===== config.mk =====
export PLATFORM = sky130hd
export DESIGN_NAME = signed_unsigned_divider_64_flat
export DESIGN_NICKNAME = d
export VERILOG_FILES = /design/src/hdl/sud64_pkg.sv /design/src/hdl/sud64_ifs.sv /design/src/hdl/sud64_ctrl.sv /design/src/hdl/sud64_dp.sv /design/src/hdl/signed_unsigned_divider_64.sv /design/src/flat_wrapper.sv
export VERILOG_INCLUDE_DIRS = /design/src /design/src/hdl
export SDC_FILE = /design/constraint.sdc
export NUM_CORES = 1
export LEC_CHECK = 0
export ABC_CLOCK_PERIOD_IN_PS = 13200
export BUFFER_PORTS_ARGS = -buffer_cell sky130_fd_sc_hd__buf_2
export CAP_MARGIN = 20
export CORE_ASPECT_RATIO = 1.1
export CORE_MARGIN = 1.5
export CORE_UTILIZATION = 65
export DETAILED_ROUTE_END_ITERATION = 10
export PLACE_DENSITY = 0.87
export SYNTH_ARGS = -nofsm -noshare
export SYNTH_HDL_FRONTEND = slang
export SYNTH_SLANG_ARGS = --single-unit

===== constraint.sdc =====
create_clock -name i_clk -period 13.2 [get_ports i_clk]
set_input_delay 1.98 -clock i_clk [delete_from_list [all_inputs] [get_ports i_clk]]
set_output_delay 1.98 -clock i_clk [all_outputs]
set_load 0.02 [all_outputs]

===== src/hdl/signed_unsigned_divider_64_defines.svh =====
// Assertion macros shared by the divider RTL.
// No dependencies; included by the files that carry concurrent assertions.
`ifndef SIGNED_UNSIGNED_DIVIDER_64_DEFINES_SVH
`define SIGNED_UNSIGNED_DIVIDER_64_DEFINES_SVH

// A property that must hold at every clock edge outside reset.
`define SUD_ASSERT(lbl, clk, rstn, prop, msg) \
    lbl: assert property (@(posedge clk) disable iff (!rstn) prop) \
        else $error(msg);

// A condition that must never be seen outside reset.
`define SUD_ASSERT_NEVER(lbl, clk, rstn, cond, msg) \
    lbl: assert property (@(posedge clk) disable iff (!rstn) !(cond)) \
        else $error(msg);

`endif


===== src/hdl/sud64_pkg.sv =====
// Package for the signed/unsigned divider: field widths, command codes and
// the controller-to-datapath command struct. No dependencies.
`default_nettype none

package sud64_pkg;

    localparam int FIELD_W = 64;
    localparam int CMD_W   = 2;

    localparam logic [CMD_W-1:0] CMD_UQUO = 2'd0;
    localparam logic [CMD_W-1:0] CMD_UREM = 2'd1;
    localparam logic [CMD_W-1:0] CMD_SQUO = 2'd2;
    localparam logic [CMD_W-1:0] CMD_SREM = 2'd3;

    // Commands from the controller to the datapath, at most one per cycle.
    typedef struct packed {
        logic load;    // capture operands and form magnitudes
        logic step;    // one restoring shift-subtract iteration
        logic finish;  // select, sign-correct and register the result
    } t_dp_ctrl;

endpackage

`default_nettype wire


===== src/hdl/sud64_ifs.sv =====
// Valid/ready channel interfaces for the divider request and response.
// Depends on sud64_pkg for the field widths.
`default_nettype none

interface sud64_req_if;
    import sud64_pkg::*;

    logic               valid;
    logic               ready;
    logic [CMD_W-1:0]   cmd;
    logic [FIELD_W-1:0] dividend;
    logic [FIELD_W-1:0] divisor;

    modport source (output valid, output cmd, output dividend, output divisor,
                    input ready);
    modport sink   (input valid, input cmd, input dividend, input divisor,
                    output ready);
endinterface

interface sud64_rsp_if;
    import sud64_pkg::*;

    logic               valid;
    logic               ready;
    logic [FIELD_W-1:0] result;

    modport source (output valid, output result, input ready);
    modport sink   (input valid, input result, output ready);
endinterface

`default_nettype wire


===== src/hdl/sud64_ctrl.sv =====
// Divider controller: state machine, iteration counter and output valid.
// Depends on sud64_pkg and the assertion macro header.
`default_nettype none
`include "signed_unsigned_divider_64_defines.svh"

module sud64_ctrl #(
    parameter int DATA_WIDTH = 64
) (
    input  wire                  i_clk,
    input  wire                  i_rst_n,
    input  wire                  i_in_valid,
    output logic                 o_in_ready,
    output logic                 o_out_valid,
    input  wire                  i_out_ready,
    output sud64_pkg::t_dp_ctrl  o_ctrl
);
    import sud64_pkg::*;

    localparam int CNT_W = (DATA_WIDTH > 1) ? $clog2(DATA_WIDTH) : 1;

    localparam logic [1:0] ST_IDLE = 2'd0;
    localparam logic [1:0] ST_RUN  = 2'd1;
    localparam logic [1:0] ST_FIN  = 2'd2;

    logic [1:0]       r_state, n_state;
    logic [CNT_W-1:0] r_cnt, n_cnt;
    logic             r_out_valid, n_out_valid;
    logic             w_slot_free;

    assign w_slot_free = !r_out_valid || i_out_ready;
    assign o_in_ready  = (r_state == ST_IDLE);
    assign o_out_valid = r_out_valid;

    always_comb begin
        n_state     = r_state;
        n_cnt       = r_cnt;
        n_out_valid = r_out_valid && !i_out_ready;
        o_ctrl      = '0;
        case (r_state)
            ST_IDLE: begin
                if (i_in_valid) begin
                    o_ctrl.load = 1'b1;
                    n_cnt       = CNT_W'(DATA_WIDTH - 1);
                    n_state     = ST_RUN;
                end
            end
            ST_RUN: begin
                o_ctrl.step = 1'b1;
                if (r_cnt == '0) begin
                    n_state = ST_FIN;
                end else begin
                    n_cnt = r_cnt - CNT_W'(1);
                end
            end
            ST_FIN: begin
                // Wait here while the previous result is still unclaimed.
                if (w_slot_free) begin
                    o_ctrl.finish = 1'b1;
                    n_out_valid   = 1'b1;
                    n_state       = ST_IDLE;
                end
            end
            default: begin
                n_state = ST_IDLE;
            end
        endcase
    end

    always_ff @(posedge i_clk) begin
        if (!i_rst_n) begin
            r_state     <= ST_IDLE;
            r_cnt       <= '0;
            r_out_valid <= 1'b0;
        end else begin
            r_state     <= n_state;
            r_cnt       <= n_cnt;
            r_out_valid <= n_out_valid;
        end
    end

    `SUD_ASSERT(a_one_cmd, i_clk, i_rst_n,
        $countones(o_ctrl) <= 1, "several datapath commands")
    `SUD_ASSERT(a_fin_free, i_clk, i_rst_n,
        o_ctrl.finish |-> w_slot_free, "result overwritten")
    `SUD_ASSERT(a_load_cnt, i_clk, i_rst_n,
        o_ctrl.load |=> (r_cnt == CNT_W'(DATA_WIDTH - 1)), "bad count")
    `SUD_ASSERT(a_last_step, i_clk, i_rst_n,
        (o_ctrl.step && r_cnt == '0) |=> (r_state == ST_FIN), "no finish")
    `SUD_ASSERT_NEVER(a_busy_rdy, i_clk, i_rst_n,
        o_in_ready && (o_ctrl.step || o_ctrl.finish), "ready while busy")

endmodule

`default_nettype wire


===== src/hdl/sud64_dp.sv =====
// Divider datapath: operand magnitudes, restoring shift-subtract iteration
// and sign correction into the result register. Depends on sud64_pkg.
`default_nettype none

module sud64_dp #(
    parameter int DATA_WIDTH = 64
) (
    input  wire                          i_clk,
    input  sud64_pkg::t_dp_ctrl          i_ctrl,
    input  wire [sud64_pkg::CMD_W-1:0]   i_cmd,
    input  wire [sud64_pkg::FIELD_W-1:0] i_dividend,
    input  wire [sud64_pkg::FIELD_W-1:0] i_divisor,
    output logic [sud64_pkg::FIELD_W-1:0] o_result
);
    import sud64_pkg::*;

    localparam int W = DATA_WIDTH;

    logic [W-1:0]       r_div, r_rem, r_quo;
    logic               r_want_rem, r_neg_q, r_neg_r, r_dz;
    logic [FIELD_W-1:0] r_result;

    logic [W-1:0] w_n, w_d, w_an, w_ad;
    logic         w_signed, w_want_rem, w_nn, w_dn;
    logic [W:0]   w_shift;
    logic [W+1:0] w_trial;
    logic [W-1:0] w_sel, w_val;
    logic         w_neg;

    always_comb begin
        w_n        = i_dividend[W-1:0];
        w_d        = i_divisor[W-1:0];
        w_signed   = i_cmd inside {CMD_SQUO, CMD_SREM};
        w_want_rem = i_cmd inside {CMD_UREM, CMD_SREM};
        w_nn       = w_signed && w_n[W-1];
        w_dn       = w_signed && w_d[W-1];
        w_an       = w_nn ? (~w_n + W'(1)) : w_n;
        w_ad       = w_dn ? (~w_d + W'(1)) : w_d;
    end

    // Bring down the next dividend bit and try the subtraction.
    always_comb begin
        w_shift = {r_rem, r_quo[W-1]};
        w_trial = {1'b0, w_shift} - {2'b00, r_div};
    end

    always_comb begin
        if (r_want_rem) begin
            w_sel = r_rem;
            w_neg = r_neg_r;
        end else begin
            w_sel = r_dz ? '0 : r_quo;
            w_neg = r_neg_q;
        end
        w_val = w_neg ? (~w_sel + W'(1)) : w_sel;
    end

    always_ff @(posedge i_clk) begin
        if (i_ctrl.load) begin
            r_div      <= w_ad;
            r_rem      <= '0;
            r_quo      <= w_an;
            r_want_rem <= w_want_rem;
            r_neg_q    <= w_nn ^ w_dn;
            r_neg_r    <= w_nn;
            r_dz       <= (w_d == '0);
        end else if (i_ctrl.step) begin
            if (!w_trial[W+1]) begin
                r_rem <= w_trial[W-1:0];
                r_quo <= {r_quo[W-2:0], 1'b1};
            end else begin
                r_rem <= w_shift[W-1:0];
                r_quo <= {r_quo[W-2:0], 1'b0};
            end
        end
        if (i_ctrl.finish) begin
            r_result <= FIELD_W'(w_val);
        end
    end

    assign o_result = r_result;

endmodule

`default_nettype wire


===== src/hdl/signed_unsigned_divider_64.sv =====
// Top level of the signed/unsigned 64-bit divider: controller plus datapath.
// Depends on sud64_pkg, sud64_ifs, sud64_ctrl and sud64_dp.
`default_nettype none

// Channel  Dir  Fields                          Handshake
// i_req    in   cmd[1:0], dividend, divisor     valid/ready, taken when both high
// o_rsp    out  result                          valid/ready, taken when both high
//
// A transaction runs from acceptance to a valid result in order: the accepting edge loads
// the operand magnitudes, DATA_WIDTH iterations run the restoring shift-subtract loop and
// a final step sign-corrects the result into the output register. No new request is taken
// until the controller has registered that result and returned to idle.
// A waiting result does not block the input; a stalled output only holds the divider at
// its final step. Reset is synchronous, active low, and clears only the control state.
module signed_unsigned_divider_64 #(
    parameter int DATA_WIDTH = 64
) (
    input  wire          i_clk,
    input  wire          i_rst_n,
    sud64_req_if.sink    i_req,
    sud64_rsp_if.source  o_rsp
);
    import sud64_pkg::*;

    // Command bundle from the state machine to the datapath.
    t_dp_ctrl w_ctrl;

    // The controller sequences load, DATA_WIDTH iterations and the final
    // correction, and owns both handshakes.
    sud64_ctrl #(
        .DATA_WIDTH (DATA_WIDTH)
    ) u_ctrl (
        .i_clk       (i_clk),
        .i_rst_n     (i_rst_n),
        .i_in_valid  (i_req.valid),
        .o_in_ready  (i_req.ready),
        .o_out_valid (o_rsp.valid),
        .i_out_ready (o_rsp.ready),
        .o_ctrl      (w_ctrl)
    );

    // The datapath holds the operands, the partial remainder, the quotient and
    // the result register; the bits above DATA_WIDTH of the result read zero.
    sud64_dp #(
        .DATA_WIDTH (DATA_WIDTH)
    ) u_dp (
        .i_clk      (i_clk),
        .i_ctrl     (w_ctrl),
        .i_cmd      (i_req.cmd),
        .i_dividend (i_req.dividend),
        .i_divisor  (i_req.divisor),
        .o_result   (o_rsp.result)
    );

endmodule

`default_nettype wire


===== src/flat_wrapper.sv =====
// flat-port wrapper written by rule: the top's interface ports become plain ports
module signed_unsigned_divider_64_flat import sud64_pkg::*;
#(
    parameter int DATA_WIDTH = 64
)
  (i_clk, i_rst_n, i_req_valid, i_req_cmd, i_req_dividend, i_req_divisor, i_req_ready, o_rsp_valid, o_rsp_result, o_rsp_ready);
  sud64_req_if i_req_i ();
  sud64_rsp_if o_rsp_i ();
  input  wire i_clk;
  input  wire i_rst_n;
  input wire logic [$bits(i_req_i.valid)-1:0] i_req_valid;
  input wire logic [$bits(i_req_i.cmd)-1:0] i_req_cmd;
  input wire logic [$bits(i_req_i.dividend)-1:0] i_req_dividend;
  input wire logic [$bits(i_req_i.divisor)-1:0] i_req_divisor;
  output wire logic [$bits(i_req_i.ready)-1:0] i_req_ready;
  output wire logic [$bits(o_rsp_i.valid)-1:0] o_rsp_valid;
  output wire logic [$bits(o_rsp_i.result)-1:0] o_rsp_result;
  input wire logic [$bits(o_rsp_i.ready)-1:0] o_rsp_ready;
  assign i_req_i.valid = i_req_valid;
  assign i_req_i.cmd = i_req_cmd;
  assign i_req_i.dividend = i_req_dividend;
  assign i_req_i.divisor = i_req_divisor;
  assign i_req_ready = i_req_i.ready;
  assign o_rsp_valid = o_rsp_i.valid;
  assign o_rsp_result = o_rsp_i.result;
  assign o_rsp_i.ready = o_rsp_ready;
  signed_unsigned_divider_64 #(.DATA_WIDTH(DATA_WIDTH)) u_core (.i_clk(i_clk), .i_rst_n(i_rst_n), .i_req(i_req_i), .o_rsp(o_rsp_i));
endmodule

==> results of run 1 <==
-- cell families (layout without fill, tap and decap cells) --
kind of cell             Yosys count  in the layout  share of synthesized area (%)
flip-flops                       269            269                          39.19
buffers and inverters            217            377                          4.645
AND/OR/NAND/NOR                  653            653                          17.49
adder cells (fa/ha/maj)           70             70                          4.711
multiplexers                      13             13                         0.7007
AO/OA/AOI/OAI                    691            691                          21.78
XOR/XNOR                         246            246                          11.49
-- flip-flops by register name (all words and copies together), names as in the netlist --
register,cells
u_core.u_dp.r_neg_q,1
u_core.u_ctrl.o_out_valid,1
u_core.u_dp.r_rem,64
u_core.u_dp.r_div,64
u_core.u_dp.r_quo,64
u_core.u_dp.r_neg_r,1
u_core.u_dp.r_want_rem,1
u_core.u_ctrl.r_cnt,6
u_core.u_dp.o_result,64
u_core.u_dp.r_dz,1
u_core.u_ctrl.r_state,2
-- area by class of cell --
| type | instances | area share [%] |
|---|---|---|
| inverter | 108 | 1.949 |
| clock buffer | 44 | 4.295 |
| timing repair buffer | 215 | 5.374 |
| multi-input combinational | 1673 | 50.68 |
| tap | 368 | 2.207 |
| clock inverter | 10 | 0.2699 |
| sequential | 269 | 35.22 |
-- power by group --
part	total [µW]	leakage [µW]	internal, µW	switching [µW]
Clock	811	0.000475	467	343
Sequential	1370	0.00247	1140	228
Combinational	1890	0.00520	711	1180
-- per-stage QoR --
stage          instances  area [µm²]  hold WS (ps)  utilization [%]
2_1_floorplan       2159       18750         457.9                -
3_3_place_gp        2632       19900         488.9            69.70
3_5_place_dp        2632       19900         504.9            69.70
4_1_cts             2686       20850         516.5            73.03
5_1_grt             2687       20860         548.8            73.07
6_report            2687       20860         517.3            73.07
-- worst max-delay path by stage --
stage | start | to | slack [ps] | cells past startpoint
3_3_place_gp | i_req_divisor[5] | u_core.u_dp.r_div[59] | 8100 | 10
3_5_place_dp | i_req_divisor[5] | u_core.u_dp.r_div[61] | 7970 | 10
5_1_grt | i_req_divisor[5] | u_core.u_dp.r_div[63] | 8150 | 10
2_1_floorplan | o_rsp_ready | u_core.u_dp.o_result[0] | 7740 | 2
4_1_cts | i_req_divisor[5] | u_core.u_dp.r_div[63] | 8530 | 10
6_report | i_req_divisor[5] | u_core.u_dp.r_div[63] | 8400 | 10
-- cell usage in the layout (no fill, tap or decap), drive strengths merged, types with 11 or more instances in the layout --
cell,n
o211ai,13
nor2,156
o41ai,13
and3,13
xnor2,147
a32oi,15
mux2i,12
nand4,20
nand2,225
o31ai,37
and2,14
edfxtp,196
o21ai,225
ha,69
nor4,20
nand2b,24
buf,214
a211oi,12
nor3b,61
nor3,44
nand3,20
a21oi,246
inv,107
clkbuf,44
or4,11
a21o,29
dfxtp,73
xor2,99
nor2b,12
a31oi,35
-- per-layer routing --
layer / track usage (%) / wire length [µm] / vias up
met5: 0 / 0 / -
met4: 18.59 / 3162 / 0
met3: 3.306 / 3134 / 209
met2: 65.03 / 27800 / 791
met1: 39.96 / 19510 / 8157
li1: - / - / 8090
==> impl_metrics.py, run 1 <==
metrics = {
    "status": {
        "status": "finished clean",
    },
    "synth": {
        "ys_ff_latch": 269,
        "yosysTopAreaCellShare_pct": 31.39,
        "synth_area_um2": 18750,
        "syn_area_per_cell_um2": 8.684,
        "synth_cell_type_count": 83,
        "ys.flop_type": "edfxtp_1",
        "yosysMostFrequentCell": "a21oi_1",
        "netlist_top_cells_count": "a21oi_1, nand2_1, o21ai_0",
        "synth_edf_count": 196,
        "ys_async_sr_fraction_pct": 0,
        "yosysSeqAreaShare_pct": 39.19,
        "synth_area_leader_cell": "edfxtp_1",
        "synth_cells": 2159,
        "synth_fp_nets": 2363,
        "synth_area_leaders": "edfxtp_1, dfxtp_1, xnor2_1",
        "synth_warnings": 0,
    },
    "pwr": {
        "peakVddDrop_mv": 0.1658,
        "p_leak_uw": 0.008135,
        "pwr_density_cell_nw_per_um2": 195.2,
        "finalPower_uw": 4072,
    },
    "setup_path": {
        "r2r_end": "u_core.u_dp.r_rem[61]",
        "crit_path_start_kind": "input pin",
        "path_buf_inv": 1,
        "cp.arrival_ps": 5170,
        "cp_slowest_stage_delay_ps": 710,
        "critPathMaxFanout": 9,
        "critPathTopFamily": "simple AND/OR/NAND/NOR gates",
        "required_ps": 13570,
        "end_kind": "flip-flop",
        "timing.rr.start": "u_core.u_dp.r_quo[63]",
        "path_class": "in -> reg",
        "path_cells": "buf_2 > or3_1 > nor4_1 > nand2b_1 > nor2_1 > nand2_1 > nor4_4 > and3_1 > nand3b_1 > a21boi_0",
        "cp_slowest_cell": "nor4_1",
        "rr_worst_depth": 11,
        "r2r_setup_slack_ps": 8630,
    },
    "floorplan": {
        "start_util_pct": 65.68,
        "coreArea_um2": 28550,
        "num_rows": 65,
        "die_h_um": 181.1,
        "die_w_um": 164.9,
        "io_pins": 200,
        "die_area_um2": 29870,
    },
    "min_path": {
        "min_path_type": "reg -> reg",
        "whs_endpoint": "u_core.u_ctrl.r_cnt[0]",
        "worstHoldStart": "u_core.u_ctrl.r_cnt[0]",
        "hold-path-cell-count": 1,
    },
    "grt": {
        "antenna_found_initial": 0,
        "grt_max_degree": 119,
        "grt.overflow.total": 0,
        "grt_pass1_vias": 16510,
        "grt_pass1_wl_mm": 83.33,
        "grt.total_usage_pct": 35.37,
    },
    "final_layout": {
        "multi_input_area_um2": 10570,
        "fillers": 2207,
        "regArea_um2": 7347,
        "antennaDiodeCount": 0,
        "area_growth_pct": 11.26,
        "final_nets": 2500,
        "drive_gt1_share_pct": 12.85,
    },
    "clock_network": {
        "postCtsSetupRepairBufs": 0,
        "cts-resized-gates": 0,
        "cts_hold_buffers": 0,
        "clock_sinks": 269,
        "root_buffer": "clkbuf_16",
        "clkLatencyLatePin_ps": 570,
        "path_clk_slew_ps": 60,
        "max-clock-path-buffers": 3,
        "cts-buffers-inserted": 29,
        "htreeDepth": 1,
        "cts_tree": "yes",
    },
    "sta": {
        "tightest_slew_ps": 1106,
        "finalMaxSlewViolations": 0,
        "worst_slack_ps": 8405,
        "maxClockFrequency_mhz": 208.5,
        "rsz0062_at_grt": "no",
        "final.setup_skew_ps": 19.73,
        "tns_ps": 0,
        "hold_viol_final": 0,
        "min_period_over_period_pct": 36.33,
        "setup_violations": 0,
        "min_period_ps": 4795,
        "slew_headroom_pct": 26.01,
    },
    "detailed_routing": {
        "antenna_left": 0,
        "drc": 0,
        "wl_mm": 53.61,
        "drt-pass1-iter-count": 6,
        "wl_per_cell_um": 19.95,
        "drt_iter0_drc": 1706,
        "via_count": 17250,
        "viasPerCell": 6.419,
    },
    "place": {
        "post-place-ws_ps": 7972,
        "gp_congestion": 0.9672,
        "place_hpwl_mm": 39.80,
        "portBuffers": 199,
    },
    "run": {
        "cap_violations": 0,
    },
}
Note: power is estimated with default switching activity, not from simulation.
==> run 2: changes to the inputs <==
ABC_CLOCK_PERIOD_IN_PS = 3900   (was 13200)
CORE_UTILIZATION = 55   (was 65)
PLACE_DENSITY = 0.78   (was 0.87)
clock period = 3.9 ns   (was 13.2 ns; I/O delays follow)
==> run 2 against run 1 <==
- routed wire length is 2.6% higher
- register-to-register slack worse by 8300 ps
- worst setup slack worse by 8100 ps
- sequential cell count stayed put
- final cell count is 4.5% higher
- design area is 3.3% higher
- non-clock buffer count is 53 higher
- highest routed layer unchanged
- global-route usage is 4.4 points lower
- clock power grew to 3.6 times the previous value
- critical path type is now reg -> reg
- power grew to 3.5 times the previous value
- first-iteration DRC count is 20% lower
==> impl_metrics.py, run 2 (synthesized netlist as in run 1, its figures left out) <==
metrics = {
    "status": {
        "status": "finished clean",
    },
    "detailed_routing": {
        "drt-pass1-iter-count": 5,
        "wl_mm": 55.01,
        "antenna_left": 0,
        "via_count": 17230,
        "drc": 0,
        "viasPerCell": 6.134,
        "wl_per_cell_um": 19.59,
        "drt_iter0_drc": 1358,
    },
    "clock_network": {
        "cts-buffers-inserted": 31,
        "clkLatencyLatePin_ps": 570,
        "path_clk_slew_ps": 60,
        "htreeDepth": 1,
        "max-clock-path-buffers": 3,
        "clock_sinks": 269,
        "cts_tree": "yes",
        "root_buffer": "clkbuf_16",
    },
    "sta": {
        "whs_ps": 210.7,
        "tns_ps": 0,
        "final.setup_skew_ps": 10.84,
        "rsz0062_at_grt": "no",
        "setup_violations": 0,
        "min_period_ps": 3577,
        "finalMaxSlewViolations": 0,
        "hold_viol_final": 0,
        "tightest_slew_ps": 977.7,
        "maxClockFrequency_mhz": 279.5,
        "slew_headroom_pct": 34.66,
        "min_period_over_period_pct": 91.73,
    },
    "setup_path": {
        "cp_slowest_stage_delay_ps": 420,
        "path_cells": "inv_1 > ha_1 > inv_1 > fa_1 > a211o_1 > a21oi_1 > a2111oi_1 > o211ai_1 > and3b_1 > o31a_1 > o311ai_1 > buf_4 > a221oi_1 > xor2_1 > o21ai_1",
        "required_ps": 4350,
        "crit_top_cell": "inv_1",
        "critPathMaxFanout": 3,
        "crit_path_start_kind": "flip-flop",
        "cp_slowest_cell": "fa_1",
        "cp.arrival_ps": 4030,
        "end_kind": "flip-flop",
        "path_class": "reg -> reg",
    },
    "floorplan": {
        "num_rows": 70,
        "coreArea_um2": 33370,
        "die_w_um": 179.0,
        "io_pins": 200,
        "die_h_um": 196.6,
        "die_area_um2": 35210,
        "start_util_pct": 56.19,
    },
    "final_layout": {
        "final_cell_mix": "a21oi_1, nand2_1, o21ai_0",
        "antennaDiodeCount": 0,
        "final_nets": 2555,
        "area_growth_pct": 14.89,
        "final_common_cell": "a21oi_1",
        "fillers": 2883,
        "drive_gt1_share_pct": 15.19,
    },
    "grt": {
        "grt_pass1_vias": 16800,
        "grt.overflow.total": 0,
        "grt_pass1_wl_mm": 85.63,
        "grt_max_degree": 121,
        "grt.total_usage_pct": 30.92,
        "antenna_found_initial": 0,
    },
    "pwr": {
        "pwr_density_cell_nw_per_um2": 667.1,
        "p_leak_uw": 0.008465,
        "peakVddDrop_mv": 0.4927,
    },
    "run": {
        "cap_violations": 0,
    },
    "min_path": {
        "min_path_type": "in -> reg",
    },
    "place": {
        "portBuffers": 199,
        "gp_congestion": 0.9420,
        "place_hpwl_mm": 41.71,
    },
}
==> run 2: cell types whose count changed in the layout (fill, tap and decap cells not counted), moves of 2 or more <==
cell	delta
o21ai_0	-5
buf_12	+5
and4_4	+2
o21ai_2	+5
clkbuf_8	+4
clkinv_2	-5
clkbuf_1	+2
buf_4	+48
and4_1	-2
==> run 2: worst max-delay path: cells and delay by family (launching register included) <==
family,cells,cell delay (ps)
and+or+nand+nor,1,250
DFF,1,390
xor gates and xnor gates,1,190
buffers and inverters,3,330
adders and majority gates,2,590
AOI/OAI and AO/OA,8,1710
==> run 2: where the power goes <==
part           switching, µW  internal [µW]
logic                   4170           2710
clock network           1170           1740
registers                709           3870
==> run 2: area by class of cell <==
| type | count | area (µm²) | share of cell area (%) |
|---|---|---|---|
| multi-input combinational | 1673 | 10610 | 49.27 |
| sequential | 269 | 7347 | 34.11 |
| timing repair buffer | 268 | 1597 | 7.412 |
| clock buffer | 50 | 958.4 | 4.449 |
| tap | 432 | 540.5 | 2.509 |
| inverter | 108 | 410.4 | 1.905 |
| clock inverter | 8 | 73.82 | 0.3427 |
==> run 2: path summary, 6_finish.rpt <==
| check | start | end | slack, ps | cells after the start |
|---|---|---|---|---|
| setup / recovery | u_core.u_dp.r_quo[63] | u_core.u_dp.r_rem[60] | 320 | 15 |
| setup reg to reg | u_core.u_dp.r_quo[63] | u_core.u_dp.r_rem[60] | 320 | 15 |
| hold / removal | i_req_cmd[0] | u_core.u_dp.r_want_rem | 210 | 1 |
| hold reg to reg | u_core.u_ctrl.r_cnt[0] | u_core.u_ctrl.r_cnt[0] | 510 | 1 |
==> run 2: what timing repair did <==
action,in CTS,in global routing
hold buffers,0,0
setup buffers,0,1
setup endpoints to repair,0,5
resized for setup,0,1
==> run 2: per-stage QoR <==
stage	util (%)	setup slack, ps	instance area [µm²]	cells	power (µW)
after floorplan	-	82.25	18810	2159	9120
after global placement	61.35	311.6	20470	2748	11230
after detailed placement	61.35	228.1	20470	2748	11350
after CTS	64.44	258.6	21500	2806	14300
after global routing	64.55	45.88	21540	2808	15250
final	64.55	322.7	21540	2808	14370
==> run 2: routing by layer <==
layer  track usage, %  part of all wire [%]  up-vias
li1                 -                     -     8208
met1            34.90                    37     8183
met2            56.20                    52      636
met3            3.009                   5.3      198
met4            17.81                   6.1        0
met5                0                     0        -
